<file path="src/hw/rtl/lpcd_pkg.sv">
// ----------------------------------------------------------------------------
// lpcd_pkg
// Shared constants, types and register codes of the LRU page cache directory.
// ----------------------------------------------------------------------------
package lpcd_pkg;

  // Directory geometry
  localparam int unsigned Slots     = 16;
  localparam int unsigned PageBits  = 32;
  localparam int unsigned SlotW     = $clog2(Slots);
  localparam int unsigned SizeW     = PageBits + 1;
  localparam int unsigned GrowPages = 8;

  // Port field widths
  localparam int unsigned PageNumW   = 32;
  localparam int unsigned SlotIdxW   = 4;
  localparam int unsigned EvPageW    = 32;
  localparam int unsigned FilePagesW = 33;

  // Configuration port
  localparam int unsigned CfgDataW = 32;
  localparam int unsigned CfgAddrW = 3;
  localparam int unsigned CfgIdxW  = CfgAddrW - 2;

  localparam logic [CfgIdxW-1:0]  RegInitialFilePages = CfgIdxW'(0);
  localparam logic [CfgDataW-1:0] ResetFilePages      = CfgDataW'(8);

  typedef logic [PageBits-1:0] page_t;
  typedef logic [SlotW-1:0]    slot_t;
  typedef logic [SizeW-1:0]    size_t;

  // Lookup result handed from the directory to the result stage
  typedef struct packed {
    logic  hit;
    slot_t slot;
    logic  ev_valid;
    page_t ev_page;
  } lookup_t;

endpackage

</file>
<file path="src/hw/rtl/lpcd_if.sv">
// ----------------------------------------------------------------------------
// lpcd_req_if / lpcd_rsp_if
// Valid/ready channels for requests and results of the page cache directory.
// ----------------------------------------------------------------------------
interface lpcd_req_if;
  logic        valid;
  logic        ready;
  logic [31:0] page_number;

  modport source (output valid, output page_number, input ready);
  modport sink   (input valid, input page_number, output ready);
endinterface

interface lpcd_rsp_if;
  logic        valid;
  logic        ready;
  logic        hit;
  logic [3:0]  slot_index;
  logic        evicted_valid;
  logic [31:0] evicted_page;
  logic        file_extended;
  logic [32:0] file_pages;

  modport source (output valid, output hit, output slot_index, output evicted_valid,
                  output evicted_page, output file_extended, output file_pages,
                  input ready);
  modport sink   (input valid, input hit, input slot_index, input evicted_valid,
                  input evicted_page, input file_extended, input file_pages,
                  output ready);
endinterface

</file>
<file path="src/hw/rtl/lpcd_dir.sv">
// ----------------------------------------------------------------------------
// lpcd_dir
// Slot tags, valid bits and recency ranks; parallel lookup and LRU update.
// ----------------------------------------------------------------------------
module lpcd_dir import lpcd_pkg::*; (
  input  logic    clk_i,
  input  logic    rst_ni,
  input  page_t   page_i,
  input  logic    update_i,
  output lookup_t lookup_o
);

  page_t             slot_page_q [Slots];
  logic [Slots-1:0]  slot_valid_q;
  slot_t             rank_q [Slots];
  slot_t             rank_d [Slots];

  logic [Slots-1:0]  hit_vec;
  logic [Slots-1:0]  lru_vec;
  slot_t             hit_idx;
  slot_t             lru_idx;
  logic              hit;
  slot_t             sel;
  slot_t             sel_rank;
  logic              ev_valid;

  // Tag compare and LRU detect, one lane per slot
  always_comb begin
    for (int i = 0; i < Slots; i++) begin
      hit_vec[i] = slot_valid_q[i] && (slot_page_q[i] == page_i);
      lru_vec[i] = (rank_q[i] == '0);
    end
  end

  // Lowest matching slot wins
  always_comb begin
    hit_idx = '0;
    lru_idx = '0;
    for (int i = Slots - 1; i >= 0; i--) begin
      if (hit_vec[i]) begin
        hit_idx = SlotW'(i);
      end
      if (lru_vec[i]) begin
        lru_idx = SlotW'(i);
      end
    end
  end

  assign hit      = |hit_vec;
  assign sel      = hit ? hit_idx : lru_idx;
  assign sel_rank = rank_q[sel];
  assign ev_valid = !hit && slot_valid_q[sel];

  assign lookup_o.hit      = hit;
  assign lookup_o.slot     = sel;
  assign lookup_o.ev_valid = ev_valid;
  assign lookup_o.ev_page  = ev_valid ? slot_page_q[sel] : '0;

  // Selected slot goes to the top; ranks above it slide down
  always_comb begin
    for (int i = 0; i < Slots; i++) begin
      if (sel == SlotW'(i)) begin
        rank_d[i] = SlotW'(Slots - 1);
      end else if (rank_q[i] > sel_rank) begin
        rank_d[i] = rank_q[i] - SlotW'(1);
      end else begin
        rank_d[i] = rank_q[i];
      end
    end
  end

  always_ff @(posedge clk_i or negedge rst_ni) begin
    if (!rst_ni) begin
      slot_valid_q <= '0;
      for (int i = 0; i < Slots; i++) begin
        rank_q[i] <= SlotW'(i);
      end
    end else if (update_i) begin
      slot_valid_q[sel] <= 1'b1;
      for (int i = 0; i < Slots; i++) begin
        rank_q[i] <= rank_d[i];
      end
    end
  end

  // Tags: written on a miss, read only while valid
  always_ff @(posedge clk_i) begin
    if (update_i && !hit) begin
      slot_page_q[sel] <= page_i;
    end
  end

endmodule

</file>
<file path="src/hw/rtl/lru_page_cache_directory_core.sv">
// ----------------------------------------------------------------------------
// lru_page_cache_directory_core
// Fully associative page cache directory with LRU replacement and file size
// tracking.
// ----------------------------------------------------------------------------
// Usage:
//   req : one page number per transfer (valid/ready).
//   rsp : one result per request, in order: hit flag, slot now holding the
//         page, evicted page (if a valid one was displaced), file growth flag
//         and file size after the request.
//   APB : register 0 at byte address 0 is initial_file_pages; a write also
//         loads the tracked file size. pready is tied high. Write only when
//         no request is in flight.
// Flow: a request transfer lands in the input register; once it advances, the
//   tag compare, LRU pick and rank update run and the result is registered.
// Throughput: one request per cycle when rsp is not held; the 16-lane compare
//   and rank update are a single combinational pass between the input and
//   result registers.
// Reset: all slots empty, slot 0 least recent, last slot most recent, file
//   size 8 pages; no transfer is pending on either channel.
// Stall: while rsp is held, the result register keeps its transfer and the
//   input register holds one more request; then req.ready drops.
// ----------------------------------------------------------------------------
module lru_page_cache_directory_core import lpcd_pkg::*; (
  input  logic                clk_i,
  input  logic                rst_ni,
  lpcd_req_if.sink            req,
  lpcd_rsp_if.source          rsp,
  input  logic                psel,
  input  logic                penable,
  input  logic                pwrite,
  input  logic [CfgAddrW-1:0] paddr,
  input  logic [CfgDataW-1:0] pwdata,
  output logic [CfgDataW-1:0] prdata,
  output logic                pready
);

  // Input register
  logic          req_vld_q;
  page_t         req_page_q;
  logic          advance;

  // Result register
  logic          rsp_vld_q, rsp_vld_d;
  logic          hit_q;
  slot_t         slot_q;
  logic          ev_valid_q;
  page_t         ev_page_q;
  logic          ext_q;
  size_t         file_pages_q;

  // File size tracking and configuration
  logic [CfgDataW-1:0] init_pages_q;
  size_t               size_q, size_d;
  logic                cfg_wr;
  logic                ext;
  size_t               grown;

  lookup_t       lookup;

  // --------------------------------------------------------------------------
  // Handshake: the input stage drains whenever the result register is free
  // or being taken in this cycle.
  // --------------------------------------------------------------------------
  assign advance   = req_vld_q && (!rsp_vld_q || rsp.ready);
  assign req.ready = !req_vld_q || advance;

  always_ff @(posedge clk_i or negedge rst_ni) begin
    if (!rst_ni) begin
      req_vld_q <= 1'b0;
    end else if (req.ready) begin
      req_vld_q <= req.valid;
    end
  end

  always_ff @(posedge clk_i) begin
    if (req.valid && req.ready) begin
      req_page_q <= PageBits'(req.page_number);
    end
  end

  // --------------------------------------------------------------------------
  // Directory: lookup of the held request, state update on advance
  // --------------------------------------------------------------------------
  lpcd_dir u_dir (
    .clk_i    (clk_i),
    .rst_ni   (rst_ni),
    .page_i   (req_page_q),
    .update_i (advance),
    .lookup_o (lookup)
  );

  // --------------------------------------------------------------------------
  // File size: grows to page+8 on a miss at or past end of file.
  // --------------------------------------------------------------------------
  assign cfg_wr = psel && penable && pwrite && pready &&
                  (paddr[CfgAddrW-1:2] == RegInitialFilePages);
  assign grown  = SizeW'(req_page_q) + SizeW'(GrowPages);
  assign ext    = !lookup.hit && (SizeW'(req_page_q) >= size_q);

  always_comb begin
    size_d = size_q;
    if (cfg_wr) begin
      size_d = SizeW'(pwdata);
    end else if (advance && ext) begin
      size_d = grown;
    end
  end

  always_ff @(posedge clk_i or negedge rst_ni) begin
    if (!rst_ni) begin
      init_pages_q <= ResetFilePages;
      size_q       <= SizeW'(ResetFilePages);
    end else begin
      size_q <= size_d;
      if (cfg_wr) begin
        init_pages_q <= pwdata;
      end
    end
  end

  assign pready = 1'b1;
  assign prdata = (paddr[CfgAddrW-1:2] == RegInitialFilePages) ? init_pages_q : '0;

  // --------------------------------------------------------------------------
  // Result register
  // --------------------------------------------------------------------------
  always_comb begin
    rsp_vld_d = rsp_vld_q;
    if (advance) begin
      rsp_vld_d = 1'b1;
    end else if (rsp.ready) begin
      rsp_vld_d = 1'b0;
    end
  end

  always_ff @(posedge clk_i or negedge rst_ni) begin
    if (!rst_ni) begin
      rsp_vld_q <= 1'b0;
    end else begin
      rsp_vld_q <= rsp_vld_d;
    end
  end

  always_ff @(posedge clk_i) begin
    if (advance) begin
      hit_q        <= lookup.hit;
      slot_q       <= lookup.slot;
      ev_valid_q   <= lookup.ev_valid;
      ev_page_q    <= lookup.ev_page;
      ext_q        <= ext;
      file_pages_q <= ext ? grown : size_q;
    end
  end

  assign rsp.valid         = rsp_vld_q;
  assign rsp.hit           = hit_q;
  assign rsp.slot_index    = SlotIdxW'(slot_q);
  assign rsp.evicted_valid = ev_valid_q;
  assign rsp.evicted_page  = EvPageW'(ev_page_q);
  assign rsp.file_extended = ext_q;
  assign rsp.file_pages    = FilePagesW'(file_pages_q);

  // --------------------------------------------------------------------------
  // Assertions
  // --------------------------------------------------------------------------
  // A hit neither evicts nor grows the file
  a_hit_clean: assert property (@(posedge clk_i) disable iff (!rst_ni)
    rsp_vld_q && hit_q |-> !ev_valid_q && !ext_q)
    else $error("hit result carries eviction or growth");

  // File size only shrinks through a configuration write
  a_size_mono: assert property (@(posedge clk_i) disable iff (!rst_ni)
    !cfg_wr |=> size_q >= $past(size_q))
    else $error("file size decreased without a config write");

  // Both stages full and the result stalled: no new request may be taken
  a_backpressure: assert property (@(posedge clk_i) disable iff (!rst_ni)
    req_vld_q && rsp_vld_q && !rsp.ready |-> !req.ready)
    else $error("request taken while pipeline is full");

  // A held result must not be overwritten
  a_rsp_hold: assert property (@(posedge clk_i) disable iff (!rst_ni)
    rsp_vld_q && !rsp.ready |=> rsp_vld_q && $stable(file_pages_q) && $stable(slot_q))
    else $error("stalled result changed");

endmodule

</file>
<file path="src/flat_wrapper.sv">
// flat-port wrapper written by rule: the top's interface ports become plain ports
module lru_page_cache_directory_core_flat import lpcd_pkg::*;
  (clk_i, rst_ni, psel, penable, pwrite, paddr, pwdata, prdata, pready, req_valid, req_page_number, req_ready, rsp_valid, rsp_hit, rsp_slot_index, rsp_evicted_valid, rsp_evicted_page, rsp_file_extended, rsp_file_pages, rsp_ready);
  lpcd_req_if req_i ();
  lpcd_rsp_if rsp_i ();
  input  logic clk_i;
  input  logic rst_ni;
  input  logic psel;
  input  logic penable;
  input  logic pwrite;
  input  logic [CfgAddrW-1:0] paddr;
  input  logic [CfgDataW-1:0] pwdata;
  output logic [CfgDataW-1:0] prdata;
  output logic pready;
  input wire logic [$bits(req_i.valid)-1:0] req_valid;
  input wire logic [$bits(req_i.page_number)-1:0] req_page_number;
  output wire logic [$bits(req_i.ready)-1:0] req_ready;
  output wire logic [$bits(rsp_i.valid)-1:0] rsp_valid;
  output wire logic [$bits(rsp_i.hit)-1:0] rsp_hit;
  output wire logic [$bits(rsp_i.slot_index)-1:0] rsp_slot_index;
  output wire logic [$bits(rsp_i.evicted_valid)-1:0] rsp_evicted_valid;
  output wire logic [$bits(rsp_i.evicted_page)-1:0] rsp_evicted_page;
  output wire logic [$bits(rsp_i.file_extended)-1:0] rsp_file_extended;
  output wire logic [$bits(rsp_i.file_pages)-1:0] rsp_file_pages;
  input wire logic [$bits(rsp_i.ready)-1:0] rsp_ready;
  assign req_i.valid = req_valid;
  assign req_i.page_number = req_page_number;
  assign req_ready = req_i.ready;
  assign rsp_valid = rsp_i.valid;
  assign rsp_hit = rsp_i.hit;
  assign rsp_slot_index = rsp_i.slot_index;
  assign rsp_evicted_valid = rsp_i.evicted_valid;
  assign rsp_evicted_page = rsp_i.evicted_page;
  assign rsp_file_extended = rsp_i.file_extended;
  assign rsp_file_pages = rsp_i.file_pages;
  assign rsp_i.ready = rsp_ready;
  lru_page_cache_directory_core u_core (.clk_i(clk_i), .rst_ni(rst_ni), .req(req_i), .rsp(rsp_i), .psel(psel), .penable(penable), .pwrite(pwrite), .paddr(paddr), .pwdata(pwdata), .prdata(prdata), .pready(pready));
endmodule
</file>
<file path="config.mk">
export PLATFORM = sky130hd
export DESIGN_NAME = lru_page_cache_directory_core_flat
export DESIGN_NICKNAME = d
export VERILOG_FILES = /design/src/hw/rtl/lpcd_pkg.sv /design/src/hw/rtl/lpcd_if.sv /design/src/hw/rtl/lpcd_dir.sv /design/src/hw/rtl/lru_page_cache_directory_core.sv /design/src/flat_wrapper.sv
export SDC_FILE = /design/constraint.sdc
export NUM_CORES = 1
export LEC_CHECK = 0
export BUFFER_PORTS_ARGS = -buffer_cell sky130_fd_sc_hd__buf_2
export CAP_MARGIN = 20
export CELL_PAD_IN_SITES_DETAIL_PLACEMENT = 0
export CELL_PAD_IN_SITES_GLOBAL_PLACEMENT = 2
export CORE_MARGIN = 5
export CORE_UTILIZATION = 35
export DETAILED_ROUTE_END_ITERATION = 7
export PLACE_DENSITY = 0.69
export SETUP_SLACK_MARGIN = 0.3
export SKIP_CTS_REPAIR_TIMING = 1
export SYNTH_ARGS = -nofsm -noshare
export SYNTH_HDL_FRONTEND = slang
export SYNTH_SLANG_ARGS = --single-unit
</file>
<file path="constraint.sdc">
create_clock -name clk_i -period 7.64 [get_ports clk_i]
set_clock_uncertainty 0.05 [all_clocks]
set_input_delay 0.382 -clock clk_i [delete_from_list [all_inputs] [get_ports clk_i]]
set_output_delay 0.382 -clock clk_i [all_outputs]
set_load 0.005 [all_outputs]
</file>
==> flow_metrics.py <==
metrics = {
    "status": {
        "status": "finished clean",
    },
    "floorplan": {
        "core_area_mm2": 0.120,
        "die_x_um": 357,
        "rows": 127,
        "die_area_mm2": 0.127,
        "die_y_um": 357,
        "initial_core_util_pct": 35.1,
        "ioPinCount": 181,
    },
    "yosys": {
        "yosysSeqAreaShare_pct": 52.8,
        "syn_nets": 3739,
        "synthCells": 3548,
        "avgSynthCellArea_um2": 11.9,
        "synth_warnings": 0,
        "synth-edff-count": 616,
        "synth_ff_type": "edfxtp_1",
        "ys_ff_latch": 763,
        "synth_cell_types": 76,
        "syn_area_mm2": 0.0421,
        "ys_async_sr_fraction_pct": 19.3,
    },
    "cts": {
        "clk_latency_ps": 700,
        "clkTransAtPathRegs_ps": 50,
        "cts_tree": "done",
        "cts.sinks": 763,
        "cts_buffer_depth": 3,
        "cts_root_buffer": "clkbuf_16",
        "htreeDepth": 3,
        "cts_buffers": 93,
    },
    "setup_path": {
        "crit_path_top_delay_cell": "edfxtp_1",
        "crit_type": "register to register",
        "crit_buf_inv": 4,
        "end_kind": "register",
        "cp_common_cell": "buf_4",
        "crit_fanout": 16,
        "critPathArrivalTime_ps": 7360,
        "critPathRequiredTime_ps": 8130,
        "cp_top_family": "simple AND/OR/NAND/NOR gates",
        "startpoint_type": "register",
        "slowest_delay_ps": 1040,
    },
    "hold_path": {
        "hp-class": "input pin to register",
    },
    "routing": {
        "drt-initial-drc-count": 2953,
        "vias_per_cell": 5.46,
        "wirelength_um": 160000,
        "num_vias": 30467,
        "firstDrtPassIters": 5,
        "ant_nets": 0,
        "drc": 0,
        "routedWlPerCell_um": 28.6,
    },
    "sta": {
        "drv_slew": 0,
        "setup_tns_ps": 0,
        "worst_pin_slew_ps": 1040,
        "hold_ws_ps": 287,
        "fmax_ghz": 0.146,
        "rsz0062_at_grt": "false",
        "hold_viol": 0,
        "period_needed_ps": 6870,
        "fin_crit_sh_pct": 89.9,
        "setup_viol": 0,
        "max_slew_margin_pct": 30.4,
        "fin_ws_ps": 769,
    },
    "global_route": {
        "grt_max_degree": 97,
        "grtUsageTotal_pct": 24.4,
        "grt_pass1_vias": 29236,
        "antenna_found_initial": 5,
        "grt-ovfl-total": 0,
        "grt_pass1_wl_um": 222000,
    },
    "layout": {
        "drive_gt1_share_pct": 14.8,
        "nNetsFinal": 4076,
        "area_growth_pct": 17.6,
    },
    "flow_run": {
        "max_cap_violations": 0,
    },
    "placed_design": {
        "post-place-ws_ps": 942,
        "place_congestion": 0.965,
        "hpwl_um": 119000,
        "portBuffers": 177,
    },
}
==> cells in the mapped netlist, types with 4 or more instances <==
cell / number / area (um^2)
a21o_1: 12 / 90.1
a21oi_1: 84 / 420
a21oi_2: 29 / 254
a22oi_1: 65 / 488
a31oi_1: 8 / 50.1
and2_1: 32 / 200
and3_1: 6 / 37.5
and4_1: 7 / 61.3
buf_1: 13 / 48.8
buf_2: 51 / 255
buf_4: 40 / 300
buf_6: 9 / 101
clkbuf_1: 59 / 221
dfrtp_1: 113 / 2830
dfstp_2: 34 / 893
edfxtp_1: 616 / 18500
ha_1: 117 / 1460
inv_1: 88 / 330
mux2_2: 9 / 101
mux2i_1: 391 / 3910
nand2_1: 287 / 1080
nand2b_1: 84 / 526
nand3_1: 67 / 335
nand4_1: 124 / 776
nand4b_1: 16 / 140
nor2_1: 133 / 499
nor2b_1: 53 / 332
nor3_1: 67 / 335
nor3b_1: 13 / 97.6
nor4_1: 158 / 988
nor4b_1: 6 / 52.6
o2111ai_1: 4 / 35.0
o211ai_1: 27 / 203
o21a_1: 10 / 75.1
o21ai_0: 45 / 225
o22ai_1: 6 / 37.5
o31ai_1: 30 / 225
or3_1: 7 / 43.8
or4_1: 13 / 97.6
xnor2_1: 188 / 1650
xor2_1: 372 / 3260
==> sequential cells by signal, summed over array words and instances, names as in the netlist <==
signal / cells
u_core.rsp.valid: 1
u_core.u_dir.rank_q: 64
u_core.rsp.slot_index: 4
u_core.u_dir.slot_page_q: 512
u_core.req_page_q: 32
u_core.rsp.evicted_valid: 1
u_core.rsp.hit: 1
u_core.u_dir.slot_valid_q: 16
u_core.init_pages_q: 32
u_core.rsp.file_pages: 33
u_core.size_q: 33
u_core.rsp.evicted_page: 32
u_core.rsp.file_extended: 1
u_core.req_vld_q: 1
==> stage by stage <==
stage	instances	util [%]	area [um^2]
2_1_floorplan	3548	-	42100
3_3_place_gp	5334	38.2	45700
3_5_place_dp	5334	38.2	45700
4_1_cts	5509	40.8	48800
5_1_grt	5577	41.3	49500
6_report	5580	41.3	49500
==> final timing paths <==
kind	start	to	slack, ps	cells after the start
hold reg to reg	u_core.init_pages_q[3]	u_core.init_pages_q[3]	410	2
setup / recovery	u_core.req_page_q[17]	u_core.u_dir.rank_q[39]	770	25
min in group asynchronous	rst_ni	u_core.u_dir.rank_q[12]	340	2
hold / removal	pwrite	u_core.init_pages_q[3]	290	5
setup reg to reg	u_core.req_page_q[17]	u_core.u_dir.rank_q[39]	770	25
max in group asynchronous	rst_ni	u_core.size_q[24]	5740	3
==> cell usage in the layout, fill, tap and decap left out, types with 16 or more instances in the layout <==
master	netlist	layout
nand4_1	124	124
o21ai_0	45	45
o31ai_1	30	30
buf_4	40	150
edfxtp_1	616	616
inv_1	88	87
nand4b_1	16	16
a21oi_1	84	84
ha_1	117	117
o211ai_1	27	27
dfstp_2	34	34
nor4_1	158	156
nor3_1	67	66
buf_2	51	176
nor2_1	133	114
a21oi_2	29	29
nor2_4	0	20
buf_12	0	19
nand3_1	67	67
nand2_1	287	287
clkbuf_1	59	35
xnor2_1	188	188
nor2b_1	53	53
and2_1	32	31
mux2i_1	391	391
clkbuf_16	0	97
a22oi_1	65	65
dlygate4sd3_1	0	68
xor2_1	372	372
nand2b_1	84	84
dfrtp_1	113	113
==> area by class of cell <==
| cell class | count | area, um^2 |
|---|---|---|
| diodes | 3 | 7.51 |
| clock buffers | 135 | 2600 |
| clock inverters | 40 | 437 |
| fillers | 11422 | 70200 |
| inverters | 91 | 352 |
| multi-input cells | 2522 | 18800 |
| flip-flops and latches | 763 | 22200 |
| well taps | 1612 | 2020 |
| repair buffers | 414 | 3080 |
==> tightest hold or removal path, stage by stage <==
cell      delay (ps)
buf_2             80
nand4b_1          80
buf_4            280
nand2_1          120
nand2_1           50
==> cells by family (layout without fill, tap and decap cells) <==
| family | Yosys count | after routing | synth area share (%) |
|---|---|---|---|
| and+or+nand+nor | 1086 | 1086 | 13.6 |
| DFF | 763 | 763 | 52.8 |
| xor gates and xnor gates | 560 | 560 | 11.7 |
| muxes | 400 | 400 | 9.55 |
| AOI/OAI and AO/OA | 358 | 358 | 5.87 |
| buffers and inverters | 263 | 680 | 3.02 |
| adders and majority gates | 117 | 117 | 3.48 |
| other | 1 | 4 | 0.00892 |
==> layer usage <==
layer	part of all wire (%)	global-route usage (%)	wire [um]	up-vias
met2	45	38.2	72400	1018
met1	46	35.7	73200	15497
met3	6.3	3.39	10100	179
met5	0	0	0	-
li1	-	-	-	13773
met4	2.6	6.29	4160	0
Power is not shown: default switching activity piles up to over one toggle a cycle in this logic, so the estimate is an artifact.
